===== config.mk =====
export PLATFORM = sky130hd
export DESIGN_NAME = i2c_pwm_channel_controller
export DESIGN_NICKNAME = d
export VERILOG_FILES = /design/src/rtl/core/pcc_pkg.sv /design/src/rtl/core/pcc_front.sv /design/src/rtl/core/pcc_queue.sv /design/src/rtl/core/pcc_back.sv /design/src/rtl/core/i2c_pwm_channel_controller.sv
export SDC_FILE = /design/constraint.sdc
export NUM_CORES = 2
export LEC_CHECK = 0
export BUFFER_PORTS_ARGS = -buffer_cell sky130_fd_sc_hd__buf_2
export CORE_MARGIN = 2
export CORE_UTILIZATION = 61
export DETAILED_ROUTE_END_ITERATION = 6
export PLACE_DENSITY = 0.79
export SETUP_SLACK_MARGIN = 0.02
export SYNTH_ARGS = -nofsm -noshare
export SYNTH_HDL_FRONTEND = slang
export SYNTH_SLANG_ARGS = --single-unit

===== constraint.sdc =====
create_clock -name clk_i -period 12.65 [get_ports clk_i]
set_input_delay 1.265 -clock clk_i [delete_from_list [all_inputs] [get_ports clk_i]]
set_output_delay 1.265 -clock clk_i [all_outputs]
set_load 0.01 [all_outputs]

===== src/rtl/core/pcc_pkg.sv =====
// ----------------------------------------------------------------------------
// pcc_pkg: shared types and constants of the pwm channel controller
// Register map codes, bus event kinds and the command that passes from the
// front decoder to the back executor.
// ----------------------------------------------------------------------------
package pcc_pkg;

  // defaults for the top level parameters
  localparam int unsigned CHANNELS_DEF     = 16;
  localparam int unsigned COUNTER_BITS_DEF = 12;

  // fixed field widths
  localparam int unsigned BYTE_W       = 8;
  localparam int unsigned SHADOW_IDX_W = 6;
  localparam int unsigned TIME_W       = 12;
  localparam int unsigned PWM_OUT_W    = 16;

  // command queue depth
  localparam int unsigned QUEUE_DEPTH = 2;

  // register map
  localparam logic [BYTE_W-1:0] ADDR_MODE_ONE  = 8'h00;
  localparam logic [BYTE_W-1:0] ADDR_MODE_TWO  = 8'h01;
  localparam logic [BYTE_W-1:0] ADDR_CHAN_BASE = 8'h06;
  localparam logic [BYTE_W-1:0] ADDR_PRESCALE  = 8'hFE;

  // bit positions in mode one and in the off high byte
  localparam int unsigned AUTO_INC_BIT  = 5;
  localparam int unsigned FORCE_OFF_BIT = 4;

  // reset values
  localparam logic [BYTE_W-1:0] PRESCALE_RESET = 8'd30;

  // bus event kinds on the input channel
  typedef enum logic [1:0] {
    FUNC_START = 2'd0,
    FUNC_DATA  = 2'd1,
    FUNC_STOP  = 2'd2,
    FUNC_TICK  = 2'd3
  } func_e;

  // operations carried out by the back part
  typedef enum logic [2:0] {
    OP_NONE     = 3'd0,
    OP_PRESCALE = 3'd1,
    OP_SHADOW   = 3'd2,
    OP_LATCH    = 3'd3,
    OP_TICK     = 3'd4
  } op_e;

  // decoded command
  typedef struct packed {
    op_e                     op;
    logic [SHADOW_IDX_W-1:0] idx;
    logic [BYTE_W-1:0]       data;
  } cmd_t;

  // queue status seen by the front and back parts
  typedef struct packed {
    logic full;
    logic empty;
  } q_stat_t;

endpackage


===== src/rtl/core/pcc_front.sv =====
// ----------------------------------------------------------------------------
// pcc_front: bus event decoder
// Owns the register pointer and the auto-increment flag, resolves each data
// byte to its target and pushes one command per accepted beat.
// ----------------------------------------------------------------------------
module pcc_front #(
  parameter int unsigned CHANNELS = pcc_pkg::CHANNELS_DEF
) (
  input  logic                      clk_i,
  input  logic                      rst_ni,
  input  logic                      in_valid_i,
  output logic                      in_ready_o,
  input  logic [1:0]                in_func_i,
  input  logic [pcc_pkg::BYTE_W-1:0] in_byte_i,
  input  pcc_pkg::q_stat_t          q_stat_i,
  output logic                      push_o,
  output pcc_pkg::cmd_t             cmd_o
);
  import pcc_pkg::*;

  localparam int unsigned ChanEnd = ADDR_CHAN_BASE + 4 * CHANNELS;

  logic [BYTE_W-1:0] ptr_q, ptr_d;
  logic              auto_inc_q, auto_inc_d;
  logic              accept;
  logic              in_chan;
  logic              inc_en;

  assign in_ready_o = !q_stat_i.full;
  assign accept     = in_valid_i && in_ready_o;
  assign push_o     = accept;

  // pointer falls in the channel window
  assign in_chan = (ptr_q >= ADDR_CHAN_BASE) && ({1'b0, ptr_q} < 9'(ChanEnd));

  // classify the beat and update the pointer
  always_comb begin
    ptr_d      = ptr_q;
    auto_inc_d = auto_inc_q;
    inc_en     = 1'b0;
    cmd_o.op   = OP_NONE;
    cmd_o.idx  = SHADOW_IDX_W'(ptr_q - ADDR_CHAN_BASE);
    cmd_o.data = in_byte_i;
    case (func_e'(in_func_i))
      FUNC_START: begin
        ptr_d = in_byte_i;
      end
      FUNC_DATA: begin
        inc_en = auto_inc_q;
        if (ptr_q == ADDR_MODE_ONE) begin
          auto_inc_d = in_byte_i[AUTO_INC_BIT];
          inc_en     = in_byte_i[AUTO_INC_BIT];
        end else if (ptr_q == ADDR_MODE_TWO) begin
          cmd_o.op = OP_NONE;
        end else if (ptr_q == ADDR_PRESCALE) begin
          cmd_o.op = OP_PRESCALE;
        end else if (in_chan) begin
          cmd_o.op = OP_SHADOW;
        end
        if (inc_en) begin
          ptr_d = ptr_q + 8'd1;
        end
      end
      FUNC_STOP: begin
        cmd_o.op = OP_LATCH;
      end
      FUNC_TICK: begin
        cmd_o.op = OP_TICK;
      end
      default: begin
        cmd_o.op = OP_NONE;
      end
    endcase
  end

  // pointer state
  always_ff @(posedge clk_i or negedge rst_ni) begin
    if (!rst_ni) begin
      ptr_q      <= '0;
      auto_inc_q <= 1'b0;
    end else if (accept) begin
      ptr_q      <= ptr_d;
      auto_inc_q <= auto_inc_d;
    end
  end

endmodule


===== src/rtl/core/pcc_queue.sv =====
// ----------------------------------------------------------------------------
// pcc_queue: short command queue
// Parts the front decoder from the back executor so each side can stall.
// ----------------------------------------------------------------------------
module pcc_queue (
  input  logic             clk_i,
  input  logic             rst_ni,
  input  logic             push_i,
  input  pcc_pkg::cmd_t    cmd_i,
  input  logic             pop_i,
  output pcc_pkg::cmd_t    cmd_o,
  output pcc_pkg::q_stat_t stat_o
);
  import pcc_pkg::*;

  localparam int unsigned PtrW = (QUEUE_DEPTH > 1) ? $clog2(QUEUE_DEPTH) : 1;
  localparam int unsigned CntW = $clog2(QUEUE_DEPTH + 1);

  cmd_t            entry_q [QUEUE_DEPTH];
  logic [PtrW-1:0] wr_ptr_q, wr_ptr_d;
  logic [PtrW-1:0] rd_ptr_q, rd_ptr_d;
  logic [CntW-1:0] count_q, count_d;

  assign stat_o.full  = (count_q == CntW'(QUEUE_DEPTH));
  assign stat_o.empty = (count_q == '0);
  assign cmd_o        = entry_q[rd_ptr_q];

  // pointer and count update
  always_comb begin
    wr_ptr_d = wr_ptr_q;
    rd_ptr_d = rd_ptr_q;
    count_d  = count_q;
    if (push_i) begin
      wr_ptr_d = (wr_ptr_q == PtrW'(QUEUE_DEPTH - 1)) ? '0 : wr_ptr_q + PtrW'(1);
    end
    if (pop_i) begin
      rd_ptr_d = (rd_ptr_q == PtrW'(QUEUE_DEPTH - 1)) ? '0 : rd_ptr_q + PtrW'(1);
    end
    if (push_i && !pop_i) begin
      count_d = count_q + CntW'(1);
    end else if (pop_i && !push_i) begin
      count_d = count_q - CntW'(1);
    end
  end

  always_ff @(posedge clk_i or negedge rst_ni) begin
    if (!rst_ni) begin
      wr_ptr_q <= '0;
      rd_ptr_q <= '0;
      count_q  <= '0;
    end else begin
      wr_ptr_q <= wr_ptr_d;
      rd_ptr_q <= rd_ptr_d;
      count_q  <= count_d;
    end
  end

  // entry storage
  always_ff @(posedge clk_i) begin
    if (push_i) begin
      entry_q[wr_ptr_q] <= cmd_i;
    end
  end

`ifndef ASSERT_OFF
  a_count_bound: assert property (@(posedge clk_i) disable iff (!rst_ni)
    count_q <= CntW'(QUEUE_DEPTH))
    else $error("queue count beyond depth");
  a_no_push_full: assert property (@(posedge clk_i) disable iff (!rst_ni)
    push_i |-> (!stat_o.full || pop_i))
    else $error("push into full queue");
  a_no_pop_empty: assert property (@(posedge clk_i) disable iff (!rst_ni)
    pop_i |-> !stat_o.empty)
    else $error("pop from empty queue");
  a_count_grow: assert property (@(posedge clk_i) disable iff (!rst_ni)
    (push_i && !pop_i) |=> count_q == $past(count_q) + CntW'(1))
    else $error("queue count did not grow on push");
`endif

endmodule


===== src/rtl/core/pcc_back.sv =====
// ----------------------------------------------------------------------------
// pcc_back: command executor and output stage
// Holds shadow and active channel registers, the prescale divider and the
// pwm counter, and registers one result beat per executed command.
// ----------------------------------------------------------------------------
module pcc_back #(
  parameter int unsigned CHANNELS     = pcc_pkg::CHANNELS_DEF,
  parameter int unsigned COUNTER_BITS = pcc_pkg::COUNTER_BITS_DEF
) (
  input  logic                         clk_i,
  input  logic                         rst_ni,
  input  pcc_pkg::q_stat_t             q_stat_i,
  input  pcc_pkg::cmd_t                cmd_i,
  output logic                         pop_o,
  output logic                         out_valid_o,
  input  logic                         out_ready_i,
  output logic [pcc_pkg::PWM_OUT_W-1:0] out_pwm_o,
  output logic [pcc_pkg::TIME_W-1:0]    out_count_o
);
  import pcc_pkg::*;

  localparam int unsigned Entries = 4 * CHANNELS;
  localparam int unsigned IdxW    = $clog2(Entries);

  logic [BYTE_W-1:0]       shadow_q [Entries];
  logic [BYTE_W-1:0]       shadow_d [Entries];
  logic [TIME_W-1:0]       on_q  [CHANNELS];
  logic [TIME_W-1:0]       on_d  [CHANNELS];
  logic [TIME_W-1:0]       off_q [CHANNELS];
  logic [TIME_W-1:0]       off_d [CHANNELS];
  logic [CHANNELS-1:0]     force_q, force_d;
  logic [BYTE_W-1:0]       prescale_q, prescale_d;
  logic [BYTE_W-1:0]       div_q, div_d;
  logic [COUNTER_BITS-1:0] cnt_q, cnt_d;
  logic [CHANNELS-1:0]     level;
  logic                    out_valid_q, out_valid_d;
  logic [PWM_OUT_W-1:0]    out_pwm_q;
  logic [TIME_W-1:0]       out_count_q;
  logic [31:0]             cnt_wide;

  // take a command whenever the output register is free or being drained
  assign pop_o = !q_stat_i.empty && (!out_valid_q || out_ready_i);

  // state update for the command at the queue head
  always_comb begin
    shadow_d   = shadow_q;
    on_d       = on_q;
    off_d      = off_q;
    force_d    = force_q;
    prescale_d = prescale_q;
    div_d      = div_q;
    cnt_d      = cnt_q;
    if (pop_o) begin
      case (cmd_i.op)
        OP_PRESCALE: prescale_d = cmd_i.data;
        OP_SHADOW:   shadow_d[cmd_i.idx[IdxW-1:0]] = cmd_i.data;
        OP_LATCH: begin
          for (int n = 0; n < CHANNELS; n++) begin
            on_d[n]    = {shadow_q[4*n+1][3:0], shadow_q[4*n]};
            off_d[n]   = {shadow_q[4*n+3][3:0], shadow_q[4*n+2]};
            force_d[n] = shadow_q[4*n+3][FORCE_OFF_BIT];
          end
        end
        OP_TICK: begin
          if (div_q == prescale_q) begin
            div_d = '0;
            cnt_d = cnt_q + COUNTER_BITS'(1);
          end else begin
            div_d = div_q + 8'd1;
          end
        end
        default: ;
      endcase
    end
  end

  // channel levels from the state after the command
  always_comb begin
    logic [COUNTER_BITS-1:0] on_m;
    logic [COUNTER_BITS-1:0] off_m;
    for (int n = 0; n < CHANNELS; n++) begin
      on_m  = COUNTER_BITS'(on_d[n]);
      off_m = COUNTER_BITS'(off_d[n]);
      if (force_d[n]) begin
        level[n] = 1'b0;
      end else if (on_m < off_m) begin
        level[n] = (cnt_d >= on_m) && (cnt_d < off_m);
      end else if (on_m > off_m) begin
        level[n] = (cnt_d >= on_m) || (cnt_d < off_m);
      end else begin
        level[n] = 1'b0;
      end
    end
  end

  assign cnt_wide = 32'(cnt_d);

  // output register handshake
  always_comb begin
    out_valid_d = out_valid_q;
    if (pop_o) begin
      out_valid_d = 1'b1;
    end else if (out_ready_i) begin
      out_valid_d = 1'b0;
    end
  end

  // control and architectural state
  always_ff @(posedge clk_i or negedge rst_ni) begin
    if (!rst_ni) begin
      for (int i = 0; i < Entries; i++) begin
        shadow_q[i] <= '0;
      end
      for (int n = 0; n < CHANNELS; n++) begin
        on_q[n]  <= '0;
        off_q[n] <= '0;
      end
      force_q     <= '1;
      prescale_q  <= PRESCALE_RESET;
      div_q       <= '0;
      cnt_q       <= '0;
      out_valid_q <= 1'b0;
    end else begin
      shadow_q    <= shadow_d;
      on_q        <= on_d;
      off_q       <= off_d;
      force_q     <= force_d;
      prescale_q  <= prescale_d;
      div_q       <= div_d;
      cnt_q       <= cnt_d;
      out_valid_q <= out_valid_d;
    end
  end

  // result payload
  always_ff @(posedge clk_i) begin
    if (pop_o) begin
      out_pwm_q   <= PWM_OUT_W'(level);
      out_count_q <= cnt_wide[TIME_W-1:0];
    end
  end

  assign out_valid_o = out_valid_q;
  assign out_pwm_o   = out_pwm_q;
  assign out_count_o = out_count_q;

`ifndef ASSERT_OFF
  a_cnt_wrap: assert property (@(posedge clk_i) disable iff (!rst_ni)
    (pop_o && cmd_i.op == OP_TICK && div_q == prescale_q)
      |=> cnt_q == $past(cnt_q) + COUNTER_BITS'(1))
    else $error("pwm counter did not advance on divider wrap");
  a_cnt_hold: assert property (@(posedge clk_i) disable iff (!rst_ni)
    (pop_o && cmd_i.op != OP_TICK) |=> $stable(cnt_q))
    else $error("pwm counter moved without a tick");
  a_pop_fills: assert property (@(posedge clk_i) disable iff (!rst_ni)
    pop_o |=> out_valid_q)
    else $error("executed command gave no result beat");
`endif

endmodule


===== src/rtl/core/i2c_pwm_channel_controller.sv =====
// ----------------------------------------------------------------------------
// i2c_pwm_channel_controller: sixteen channel pwm output device
// Byte-wide register bus events and oscillator ticks in, channel levels and
// the shared pwm counter out, one result beat per input beat.
// ----------------------------------------------------------------------------
// Usage
//   slave side: s_tuser carries the event kind (start with pointer, data,
//   stop, tick), s_tdata carries the pointer or data byte.
//   master side: every input beat gives exactly one result beat holding the
//   channel levels and the counter as they stand after that beat.
//   throughput: one beat per cycle, sustained while m_tready stays high; the front
//   decoder, the two-entry command queue and the back executor each take one beat a cycle.
//   path: when unstalled, an accepted input beat is written into the queue,
//   then passes through the executor into the output register.
//   stop copies all shadow bytes to the active registers in the same cycle.
//   reset: all channels forced off, prescale 30, pointer and counter zero,
//   both queue and output register empty.
//   stall: a held result keeps the output register; the queue then fills
//   to its two entries and s_tready drops until the receiver drains.
// ----------------------------------------------------------------------------
module i2c_pwm_channel_controller #(
  parameter int unsigned CHANNELS     = pcc_pkg::CHANNELS_DEF,
  parameter int unsigned COUNTER_BITS = pcc_pkg::COUNTER_BITS_DEF
) (
  input  logic        clk_i,
  input  logic        rst_ni,
  input  logic        s_tvalid,
  output logic        s_tready,
  input  logic [7:0]  s_tdata,   // [7:0] byte_value
  input  logic [1:0]  s_tuser,   // [1:0] func
  output logic        m_tvalid,
  input  logic        m_tready,
  output logic [31:0] m_tdata    // [15:0] pwm_out, [27:16] pwm_count, [31:28] zero
);
  import pcc_pkg::*;

  q_stat_t              q_stat;
  cmd_t                 push_cmd;
  cmd_t                 head_cmd;
  logic                 push;
  logic                 pop;
  logic [PWM_OUT_W-1:0] pwm_out;
  logic [TIME_W-1:0]    pwm_count;

  // front: accept and classify bus beats
  pcc_front #(
    .CHANNELS (CHANNELS)
  ) u_front (
    .clk_i      (clk_i),
    .rst_ni     (rst_ni),
    .in_valid_i (s_tvalid),
    .in_ready_o (s_tready),
    .in_func_i  (s_tuser),
    .in_byte_i  (s_tdata),
    .q_stat_i   (q_stat),
    .push_o     (push),
    .cmd_o      (push_cmd)
  );

  // command queue between the two halves
  pcc_queue u_queue (
    .clk_i  (clk_i),
    .rst_ni (rst_ni),
    .push_i (push),
    .cmd_i  (push_cmd),
    .pop_i  (pop),
    .cmd_o  (head_cmd),
    .stat_o (q_stat)
  );

  // back: execute commands and drive result beats
  pcc_back #(
    .CHANNELS     (CHANNELS),
    .COUNTER_BITS (COUNTER_BITS)
  ) u_back (
    .clk_i       (clk_i),
    .rst_ni      (rst_ni),
    .q_stat_i    (q_stat),
    .cmd_i       (head_cmd),
    .pop_o       (pop),
    .out_valid_o (m_tvalid),
    .out_ready_i (m_tready),
    .out_pwm_o   (pwm_out),
    .out_count_o (pwm_count)
  );

  assign m_tdata = {4'b0000, pwm_count, pwm_out};

endmodule

==> results.ini <==
[run_status]
status = finished, final reports clean

[critical_path]
end_kind = flop
critPathKind = flop to flop
crit_slowest_cell = dfrtp_2
crit_path_max_incr_delay_ns = 0.98
crit_family = compound AO/OA/AOI/OAI gates
crit_buf_inv = 3
worstPathCellList = mux2i_4 > nor4_4 > nand2_8 > buf_4 > buf_4 > mux2i_1 > ha_1 > a21o_1 > a21o_1 > a21oi_1 > o21a_1 > o211ai_1 > a31oi_1 > inv_1 > a221o_1 > a21oi_1
critPathLaunchType = flop
cp_max_fo = 93
ff2ff_setup_slack_ns = 6.64
required_ns = 13.14
crit_arrival_ns = 6.50

[power]
p_int_mw = 7.77
pwr-share-seq = 0.346
power.density_nw_per_um2 = 247
p_clk_frac = 0.215
leakagePower_nw = 29.2
swShare = 0.381
p_switching_mw = 4.78
max-vdd-ir-drop_v = 0.000153
power_frac_comb = 0.439

[grt]
grt_pass1_wl_mm = 181
grt.busiest_layer = met2
grt_pass1_vias = 33314
use_met2 = 0.494
grt_max_degree = 158
grt_overflow = 0
grtUsageTotal = 0.294
antenna_found_initial = 2
met1_usage = 0.391
grt.met3_usage = 0.0415

[floorplanning]
die_height_um = 280
start_util = 0.613
core-area_um2 = 75600
io-pin-count = 48
die_x_um = 280
fp.dieArea_um2 = 78100
std_cell_rows = 101

[synthesis]
yosysTopAreaCell = dfrtp_1
yosys_warnings = 0
synth_most_common_cell = dfrtp_1
synth_area_um2 = 46300
synth_common_cells = dfrtp_1 (822), ha_1 (545), a21oi_1 (405)
yosysTopAreaCellShare = 0.444
synthDistinctLibCells = 82
yosys_most_used_dff = dfrtp_1
synthCells = 4324
ys_seq_area_frac = 0.496
syn_avg_cell_area_um2 = 10.7
ys_seq_elements = 904
synth_edf_count = 62
synth.area.top_cells = dfrtp_1 (44%), ha_1 (15%), mux2i_1 (6.8%), a21oi_1 (4.4%), edfxtp_1 (4.0%)
async_reset_ff_frac = 0.931

[clock_network]
cts-buffers-inserted = 91
clk_latency_ns = 0.66
holdBufCountCts = 0
h-tree-depth = 3
cts_max_path_buffers = 3
cts_setup_buffers = 0
cts_tree = yes
clkSinkCount = 904
cts_resized = 0
clockRootBuffer = clkbuf_16
clkTransAtPathRegs_ns = 0.06

[route]
drt_pre_antenna_iters = 5
route.detailed.drc = 0
finalWirelength_mm = 113
avgRoutedWirePerCell_um = 20.8
drt_iter0_drc = 2370
ant_nets = 0
vias_per_cell = 5.97
vias = 32454

[placed_design]
dp_cells = 5261
gp_congestion = 0.887
hpwl_mm = 71.3
io_buffers = 43

[timing]
fin_setup_tns_ns = 0
worst_pin_slew_ns = 1.30
finalSetupViolCount = 0
fin_crit_ns = 6.01
rsz0062_at_grt = no
slew_viol_final = 0
hold_violations = 0
relSlewSlack = 0.130
fin_crit_sh = 0.475
max_freq_ghz = 0.167
clock_skew_ns = 0.0336

[final_layout]
syn2layout_area_growth_pct = 9.72
nFillCells = 5593
final-instance-count-excl-fill = 5433
diodes = 0
nNetsFinal = 4936
drive_gt1_frac = 0.0900

[flow_run]
maxCapViolations = 0

[hold_path]
hold_class = flop to flop

## stage by stage
| step | utilization | setup WS (ns) | total power [mW] | cell area [µm²] | hold WS, ns |
|---|---|---|---|---|---|
| CTS | 0.672 | 6.71 | 12.5 | 50800 | 0.483 |
| global route | 0.672 | 6.19 | 13.4 | 50800 | 0.499 |
| finish | 0.672 | 6.64 | 12.6 | 50800 | 0.480 |
| global placement | 0.633 | 6.26 | 9.54 | 47800 | 0.457 |
| floorplan | - | 6.62 | 8.31 | 46300 | 0.443 |
| detailed placement | 0.633 | 6.24 | 9.77 | 47800 | 0.468 |
## path summary, 6_finish.rpt
kind	from	to	cells past startpoint
worst max-delay path	u_queue.rd_ptr_q	u_back.out_pwm_o[1]	16
worst min-delay path	u_back.shadow_q[189]	u_back.shadow_q[189]	2
worst max register to register	u_queue.rd_ptr_q	u_back.out_pwm_o[1]	16
worst min register to register	u_back.shadow_q[189]	u_back.shadow_q[189]	2
max in group asynchronous	rst_ni	u_back.on_q[150]	3
min in group asynchronous	rst_ni	u_back.shadow_q[11]	1
## kinds of logic after synthesis
| logic type | synth area share |
|---|---|
| other | 0.0000810 |
| buffers and inverters | 0.0454 |
| adders and majority gates | 0.149 |
| xor gates and xnor gates | 0.00473 |
| muxes | 0.0945 |
| AOI/OAI and AO/OA | 0.121 |
| DFF | 0.496 |
| and+or+nand+nor | 0.0898 |
## cells in the final DEF, fill, tap and decap left out, types with 17 or more instances in the layout
cell | netlist | layout
dfstp_2 | 20 | 20
clkbuf_16 | 0 | 92
o21ai_0 | 253 | 253
a31oi_1 | 20 | 20
dfrtp_1 | 822 | 821
nor2_1 | 373 | 372
a21oi_1 | 405 | 405
mux2_2 | 101 | 101
nand2b_1 | 44 | 44
clkbuf_8 | 0 | 17
nand3_1 | 40 | 40
clkbuf_1 | 89 | 19
and3_1 | 19 | 19
ha_1 | 545 | 545
nor2b_1 | 34 | 34
a211oi_1 | 28 | 28
inv_1 | 397 | 396
buf_4 | 5 | 49
buf_2 | 26 | 42
clkinv_2 | 0 | 21
nor3_1 | 22 | 22
a21o_1 | 110 | 110
nand2_1 | 288 | 287
edfxtp_1 | 62 | 62
mux2i_1 | 316 | 308
nand4_1 | 68 | 68
## routing by layer
layer / share of wire / vias to the layer above
li1: - / 15257
met1: 0.43 / 16079
met2: 0.48 / 861
met3: 0.049 / 255
met4: 0.038 / 2
met5: 0.00011 / -
## power groups by stage
stage	clock [mW]	sequential [mW]	combinational [mW]
after floorplan	0	4.23	4.08
final	2.70	4.34	5.51
after CTS	2.73	4.34	5.46
after global routing	2.85	4.43	6.14
after detailed placement	0	4.38	5.40
after global placement	0	4.34	5.20
## tightest hold or removal path, delay by kind of cell (launching register included)
kind               cells  cell delay, ns
DFF                    1            0.34
and+or+nand+nor        1            0.04
AOI/OAI and AO/OA      1            0.06
## layout make-up
type,instances,area [µm²],share of cell area
Tap cell,978,1220,0.0241
Clock buffer,128,2610,0.0513
Clock inverter,43,377,0.00741
Timing Repair Buffer,96,664,0.0131
Inverter,398,1490,0.0294
Multi-Input combinational cell,2886,21500,0.423
Sequential cell,904,23000,0.452
## state kept, by name (all words and copies together) (netlist names), 2 cells and up
| register | cells |
|---|---|
| u_back.shadow_q | 400 |
| u_back.off_q | 192 |
| u_back.on_q | 192 |
| u_queue.entry_q | 34 |
| u_back.force_q | 16 |
| u_back.out_pwm_o | 16 |
| u_back.cnt_q | 12 |
| u_back.out_count_o | 12 |
| u_back.div_q | 8 |
| u_back.prescale_q | 8 |
| u_front.ptr_q | 8 |
| u_queue.count_q | 2 |
No activity file was read; power rests on OpenSTA's default activity.
